## src/rtl/r2fft_pkg.sv

```systemverilog
// Shared constants, types and twiddle table for the radix-2 FFT unit.
package r2fft_pkg;

  localparam int unsigned MAX_POINTS_DEF  = 64;
  localparam int unsigned SAMPLE_BITS_DEF = 16;
  localparam int unsigned VAL_BITS        = 22;
  localparam int unsigned TW_BITS         = 16;
  localparam int unsigned ROM_LOG         = 6;
  localparam int unsigned CNT_BITS        = 7;
  localparam int unsigned CFG_IDX_BITS    = 2;

  localparam logic [CFG_IDX_BITS-1:0] REG_POINT_COUNT = 2'd0;
  localparam logic [CFG_IDX_BITS-1:0] REG_INVERSE     = 2'd1;

  localparam logic signed [VAL_BITS-1:0] VAL_MAX = {1'b0, {(VAL_BITS-1){1'b1}}};
  localparam logic signed [VAL_BITS-1:0] VAL_MIN = {1'b1, {(VAL_BITS-1){1'b0}}};

  typedef enum logic [3:0] {
    ST_LOAD, ST_PAD, ST_RDA, ST_RDB, ST_MUL, ST_ADD, ST_WRA, ST_WRB, ST_ORD, ST_OUT
  } fft_state_e;

  typedef struct packed {
    logic mul_en;
    logic add_en;
    logic inv;
  } bfly_ctl_t;

  // Quarter-wave cosine, Q1.15, entries 0..16.
  function automatic logic signed [TW_BITS-1:0] quarter_cos(input logic [4:0] k);
    logic signed [TW_BITS-1:0] r;
    unique case (k)
      5'd0:  r = 16'sd32767;
      5'd1:  r = 16'sd32610;
      5'd2:  r = 16'sd32138;
      5'd3:  r = 16'sd31357;
      5'd4:  r = 16'sd30274;
      5'd5:  r = 16'sd28899;
      5'd6:  r = 16'sd27246;
      5'd7:  r = 16'sd25330;
      5'd8:  r = 16'sd23170;
      5'd9:  r = 16'sd20788;
      5'd10: r = 16'sd18205;
      5'd11: r = 16'sd15447;
      5'd12: r = 16'sd12540;
      5'd13: r = 16'sd9512;
      5'd14: r = 16'sd6393;
      5'd15: r = 16'sd3212;
      default: r = 16'sd0;
    endcase
    return r;
  endfunction

  // Full-wave cosine over 64 steps built from the quarter table.
  function automatic logic signed [TW_BITS-1:0] rom_cos(input logic [ROM_LOG-1:0] k);
    logic signed [TW_BITS-1:0] r;
    if (k <= 6'd16)      r = quarter_cos(5'(k));
    else if (k <= 6'd32) r = -quarter_cos(5'(6'd32 - k));
    else if (k <= 6'd48) r = -quarter_cos(5'(k - 6'd32));
    else                 r = quarter_cos(5'(7'd64 - {1'b0, k}));
    return r;
  endfunction

  // Smallest l with 2^l >= c, for 1 <= c <= 64.
  function automatic logic [2:0] ceil_log2(input logic [CNT_BITS-1:0] c);
    logic [2:0] l;
    l = 3'd0;
    for (int i = 6; i >= 1; i--) begin
      if ({1'b0, c} > (8'd1 << (i - 1)) && l == 3'd0) l = 3'(i);
    end
    return l;
  endfunction

endpackage

```

## src/rtl/r2fft_bfly.sv

```systemverilog
// Shared complex butterfly: multiply stage, then add, round and saturate stage.
module r2fft_bfly (
  input  logic                                  clk_i,
  input  r2fft_pkg::bfly_ctl_t                  ctl_i,
  input  logic signed [r2fft_pkg::VAL_BITS-1:0] u_re_i,
  input  logic signed [r2fft_pkg::VAL_BITS-1:0] u_im_i,
  input  logic signed [r2fft_pkg::VAL_BITS-1:0] b_re_i,
  input  logic signed [r2fft_pkg::VAL_BITS-1:0] b_im_i,
  input  logic signed [r2fft_pkg::TW_BITS-1:0]  w_re_i,
  input  logic signed [r2fft_pkg::TW_BITS-1:0]  w_im_i,
  output logic signed [r2fft_pkg::VAL_BITS-1:0] s0_re_o,
  output logic signed [r2fft_pkg::VAL_BITS-1:0] s0_im_o,
  output logic signed [r2fft_pkg::VAL_BITS-1:0] s1_re_o,
  output logic signed [r2fft_pkg::VAL_BITS-1:0] s1_im_o
);
  import r2fft_pkg::*;

  localparam int unsigned PW = VAL_BITS + TW_BITS;
  localparam int unsigned XW = PW + 2;

  logic signed [PW-1:0]       p_rr_q, p_ii_q, p_ri_q, p_ir_q;
  logic signed [VAL_BITS-1:0] u_re_q, u_im_q;
  logic signed [TW_BITS-1:0]  w_im;
  logic signed [XW-1:0]       t_re, t_im;
  logic signed [XW-1:0]       s0_re, s0_im, s1_re, s1_im;

  function automatic logic signed [VAL_BITS-1:0] fin(input logic signed [XW-1:0] v,
                                                     input logic inv);
    logic signed [XW-1:0] h;
    h = inv ? v : ((v + XW'(1)) >>> 1);
    if (h > XW'(VAL_MAX))      return VAL_MAX;
    else if (h < XW'(VAL_MIN)) return VAL_MIN;
    else                       return h[VAL_BITS-1:0];
  endfunction

  assign w_im = ctl_i.inv ? -w_im_i : w_im_i;

  always_ff @(posedge clk_i) begin
    if (ctl_i.mul_en) begin
      p_rr_q <= b_re_i * w_re_i;
      p_ii_q <= b_im_i * w_im;
      p_ri_q <= b_re_i * w_im;
      p_ir_q <= b_im_i * w_re_i;
      u_re_q <= u_re_i;
      u_im_q <= u_im_i;
    end
  end

  always_comb begin
    t_re  = (XW'(p_rr_q) - XW'(p_ii_q) + XW'(16384)) >>> 15;
    t_im  = (XW'(p_ri_q) + XW'(p_ir_q) + XW'(16384)) >>> 15;
    s0_re = XW'(u_re_q) + t_re;
    s0_im = XW'(u_im_q) + t_im;
    s1_re = XW'(u_re_q) - t_re;
    s1_im = XW'(u_im_q) - t_im;
  end

  always_ff @(posedge clk_i) begin
    if (ctl_i.add_en) begin
      s0_re_o <= fin(s0_re, ctl_i.inv);
      s0_im_o <= fin(s0_im, ctl_i.inv);
      s1_re_o <= fin(s1_re, ctl_i.inv);
      s1_im_o <= fin(s1_im, ctl_i.inv);
    end
  end

endmodule

```

## config.mk

```make
export PLATFORM = sky130hd
export DESIGN_NAME = r2fft_bfly
export DESIGN_NICKNAME = d
export VERILOG_FILES = /design/src/rtl/r2fft_pkg.sv /design/src/rtl/r2fft_bfly.sv
export SDC_FILE = /design/constraint.sdc
export NUM_CORES = 2
export LEC_CHECK = 0
export ABC_CLOCK_PERIOD_IN_PS = 12000
export BUFFER_PORTS_ARGS = -buffer_cell sky130_fd_sc_hd__clkbuf_2
export CORE_ASPECT_RATIO = 0.6
export CORE_UTILIZATION = 63
export CTS_CLUSTER_SIZE = 12
export DETAILED_ROUTE_END_ITERATION = 8
export PLACE_DENSITY = 0.79
export SETUP_SLACK_MARGIN = 0.1
export SYNTH_ARGS = -nofsm -noshare
export SYNTH_HDL_FRONTEND = slang
export SYNTH_SLANG_ARGS = --single-unit
```

## constraint.sdc

```tcl
create_clock -name clk_i -period 12 [get_ports clk_i]
set_input_delay 0.6 -clock clk_i [delete_from_list [all_inputs] [get_ports clk_i]]
set_output_delay 0.6 -clock clk_i [all_outputs]
set_load 0.02 [all_outputs]
```

# Word level (Yosys, flattened, before mapping)
# Index checks and enable logic that the tools add are counted.
[totals]
input_bits = 124
word_cells = 44
regBits = 284
out_inout_bits = 88
[op_classes]
magnitude_cmp = 8
n_mul = 4
add_sub_neg = 13
mux = 9
[ops]
columns = ["operator", "count"]
rows = [
  ["> comparator 40 x 22 -> 1 bit (second input constant)", 4],
  ["< comparator 40 x 22 -> 1 bit (second input constant)", 4],
  ["two-way mux 40 bit", 4],
  ["multiplier 22 x 16 -> 38 bit", 4],
  ["adder 26 x 2 -> 27 bit (second input constant)", 4],
  ["two-way mux 22 bit", 4],
  ["adder 39 x 16 -> 40 bit (second input constant)", 2],
  ["adder 22 x 25 -> 26 bit", 2],
  ["subtractor 22 x 25 -> 26 bit", 2],
  ["adder 38 x 38 -> 39 bit", 1],
  ["subtractor 38 x 38 -> 39 bit", 1],
  ["two-way mux 16 bit", 1],
  ["negation 16 bit", 1],
]

# Longest topological paths before layout
[depth]
ltp_word = 7
depth_mapped = 34
mapped_depth_nobuf = 31

# Worst setup path before layout
# No wires, ideal clock.
[synth_path]
kind = "input to register"
from = "input ctl_i[0] in the netlist's numbering"
to = "register p_ri_q[37] (data pin)"
cell_stages = 33
setup_time_ns = 0.260
t_arrival_ns = 8.542
n_path_buf = 6
setup_slack_ns = 3.198
required_time_ns = 11.740
path_cell_list = "clkbuf_1 -> buf_1 -> clkbuf_1 -> clkbuf_1 -> clkbuf_1 -> nand2_1 -> o21ai_1 -> clkbuf_1 -> nand2_1 -> fa_1 -> inv_1 -> fa_1 -> inv_1 -> fa_1 -> inv_1 -> fa_1 -> inv_1 -> fa_1 -> inv_1 -> fa_1 -> ha_1 -> a21o_1 -> a21o_1 -> a211oi_1 -> a311oi_1 -> a311oi_1 -> o21ai_0 -> a21oi_1 -> a2bb2oi_1 -> a211oi_1 -> a21oi_1 -> o21ai_0 -> xnor2_1"
[synth_via]
elab_chain_cells = 2
[synth_lines]
columns = ["element", "line", "text"]
rows = [
  ["start: declaration", "r2fft_bfly.sv:4", "input r2fft_pkg::bfly_ctl_t ctl_i,"],
  ["two-way mux 16 bit", "r2fft_bfly.sv:36", "assign w_im = ctl_i.inv ? -w_im_i : w_im_i;"],
  ["multiplier 22 x 16 -> 38 bit", "r2fft_bfly.sv:42", "p_ri_q <= b_re_i * w_im;"],
  ["end signal: assignment", "r2fft_bfly.sv:42", ""],
  ["end: declaration", "r2fft_bfly.sv:21", "logic signed [PW-1:0] p_rr_q, p_ii_q, p_ri_q, p_ir_q;"],
]
# Every way passes these cells.
# A chain may end at the register's enable or synchronous reset.

# Worst setup path in the final report
[layout_path]
from = "input w_im_i[0] in the netlist's numbering"
to = "register p_ii_q[37] (data pin)"
[layout_via]
elab_chain_cells = 3
[layout_lines]
columns = ["element", "line", "text"]
rows = [
  ["start: declaration", "r2fft_bfly.sv:10", "input logic signed [r2fft_pkg::TW_BITS-1:0] w_im_i,"],
  ["negation 16 bit", "r2fft_bfly.sv:36", ""],
  ["two-way mux 16 bit *", "r2fft_bfly.sv:36", ""],
  ["multiplier 22 x 16 -> 38 bit *", "r2fft_bfly.sv:41", "p_ii_q <= b_im_i * w_im;"],
  ["end signal: assignment", "r2fft_bfly.sv:41", ""],
  ["end: declaration", "r2fft_bfly.sv:21", ""],
]
# Mark *: on every way between the ends. The rest lies on a longest branch, timed or not.

==> impl_metrics.csv <==
group,metric,value,unit
clock_tree,postCtsResizedCells,0,
clock_tree,clk_pin_slew_worst_paths,0.07,ns
placed_design,place.gp.congestion,0.970,
synthesis,synth_seq_area_share,11.6,%
sta,worstMarginPinSlew,1.43,ns
layout,final_nets,10160,
synthesis,yosysTopAreaCell,"fa_1",
detailed_routing,drc,0,
critical_path,crit_path_max_fanout,46,
layout,syn_to_final_growth,4.75,%
synthesis,netlist.area_leader.share,37.9,%
placed_design,place_inst,9494,
global_route,grt_usage,36.1,%
global_route,antenna_found_initial,16,
synthesis,synthCells,8042,
critical_path,path_delay_family,"adder cells",
critical_path,r2r-start,"p_rr_q[9]",
critical_path,crit_type,"input pin to register",
clock_tree,htreeDepth,2,
hold_path,hp-start,"u_re_i[15]",
hold_path,hp-class,"input pin to register",
critical_path,cp_slowest_cell,"xnor2_2",
clock_tree,clock_sinks,284,
sta,setup_viol,0,
critical_path,crit_buf_inv,9,
detailed_routing,wire_per_inst,21.7,um
die,dieHeight,266,um
synthesis,syn-cell-area,73200,um2
clock_tree,cts_hold_buffers,0,
hold_path,hold_depth,1,
sta,clock.fmax,0.104,GHz
layout,drive_gt1_share,5.58,%
critical_path,crit_required,12.34,ns
sta,finalMaxSlewViolations,0,
clock_tree,clk_latency,0.61,ns
global_route,grt_max_degree,78,
synthesis,synth_seq_cells,284,
critical_path,crit_path_max_incr_delay,1.01,ns
run,cap_violations,0,
hold_path,hold_end,"u_re_q[15]",
sta,skew,0.0249,ns
die,dieArea,118000,um2
sta,relSlewSlack,3.41,%
clock_tree,root_buffer,"clkbuf_16",
die,core.rowCount,96,
global_route,grt_pass1_vias,57892,
detailed_routing,drtAntennaViolNets,0,
critical_path,worstReg2RegEnd,"s1_re_o[14]",
synthesis,avgSynthCellArea,9.11,um2
die,io-pin-count,212,
placed_design,io_buffers,211,
status,status,"finished clean",
synthesis,synth_ff_type,"edfxtp_1",
synthesis,yosys_warnings,0,
placed_design,dp_hpwl,164000,um
critical_path,cp-start-kind,"input pin",
clock_tree,post-cts-setup-buffers,0,
critical_path,r2r_setup_slack,2.53,ns
sta,rsz0062_at_grt,"false",
detailed_routing,vias,57317,
clock_tree,numCtsBuffers,36,
synthesis,async_flop_share,0,%
global_route,grt_overflow,0,
die,core,115000,um2
critical_path,endpoint_kind,"register",
synthesis,syn_nets,10189,
global_route,grt_pass1_wl,329000,um
detailed_routing,via_per_inst,5.99,
critical_path,reg2reg_depth,25,
clock_tree,clockBufferDepth,3,
layout,instances_no_fill,9562,
sta,final_hold_viol_count,0,
die,initial_core_util,63.8,%
critical_path,arrival,9.98,ns
sta,fin_crit,9.63,ns
detailed_routing,drt_iter0_markers,6125,
die,fp.dieW,442,um
synthesis,synth_edf_count,284,
synthesis,synth.area.top_cells,"fa_1 (38%), edfxtp_1 (12%), ha_1 (11%)",
detailed_routing,routed_wl,208000,um
synthesis,ys_types,99,
sta,fin_crit_sh,80.3,%
detailed_routing,firstDrtPassIters,8,
clock_tree,cts_tree,"done",
sta,setup_tns,0,ns
## worst max path at each step
stage / cells after the start / start / end
2_1_floorplan: 33 / ctl_i[0] / p_ri_q[37]
3_3_place_gp: 32 / w_im_i[0] / p_ri_q[37]
3_5_place_dp: 32 / w_im_i[0] / p_ri_q[37]
4_1_cts: 32 / w_im_i[0] / p_ri_q[37]
5_1_grt: 32 / w_im_i[0] / p_ii_q[37]
6_report: 32 / w_im_i[0] / p_ii_q[37]
## layout make-up
cell class                 instances  area (um2)
multi-input combinational       5673       57000
fill                            9103       38000
sequential                       284        8530
inverter                        1718        6450
tap                             1519        1900
timing repair buffer             300        1740
clock buffer                      43         927
clock inverter                    15         156
antenna                           10        25.0
## metal layers
metal / global-route usage [%] / wire [um] / part of all wire, %
met1: 54.9 / 88900 / 43
met2: 50.2 / 84900 / 41
met3: 10.1 / 27600 / 13
met4: 10.1 / 6100 / 2.9
met5: 0.285 / 62 / 0.030
## state kept, by name (all words and copies together), names as in the netlist
signal   cells
u_im_q      22
p_ir_q      38
p_ri_q      38
s0_re_o     22
s0_im_o     22
p_rr_q      38
p_ii_q      38
u_re_q      22
s1_im_o     22
s1_re_o     22
## cell usage in the layout, fill, tap and decap left out, types with 91 or more instances in the layout
cell	n
and2_1	550
ha_1	635
inv_1	1714
a21o_1	108
o21ai_0	185
xnor2_1	244
nor2_1	279
fa_1	1388
edfxtp_1	284
clkbuf_2	208
nand2_1	945
buf_4	91
a21oi_1	279
## cells by family after synthesis
| logic type | share of synthesized area, % |
|---|---|
| simple gates | 15.3 |
| buf+inv | 10.7 |
| fa+ha+maj | 48.8 |
| compound gates | 9.37 |
| xor+xnor | 3.80 |
| flops | 11.6 |
| mux | 0.350 |
## metrics by stage
step,worst slack (ns),hold WS [ns],utilization (%),cell area (um2)
3_3_place_gp,2.17,0.778,65.9,75600
4_1_cts,2.58,0.154,66.8,76700
5_1_grt,1.97,0.160,66.9,76700
3_5_place_dp,1.98,0.779,65.9,75600
6_report,2.37,0.171,66.9,76700
2_1_floorplan,3.20,0.699,-,73200
## Yosys cell counts (all sizes together), types with 63 or more instances
library cell     n
clkbuf         331
a21oi          279
xnor2          255
nand2b          79
nand2          945
inv           1715
edfxtp         284
nor2           279
xor2            63
a21o           109
o21ai          208
nand3           66
nor3            88
and2           553
ha             635
fa            1388
Power is not shown: default switching activity piles up to over one toggle a cycle in this logic, so the estimate is an artifact.
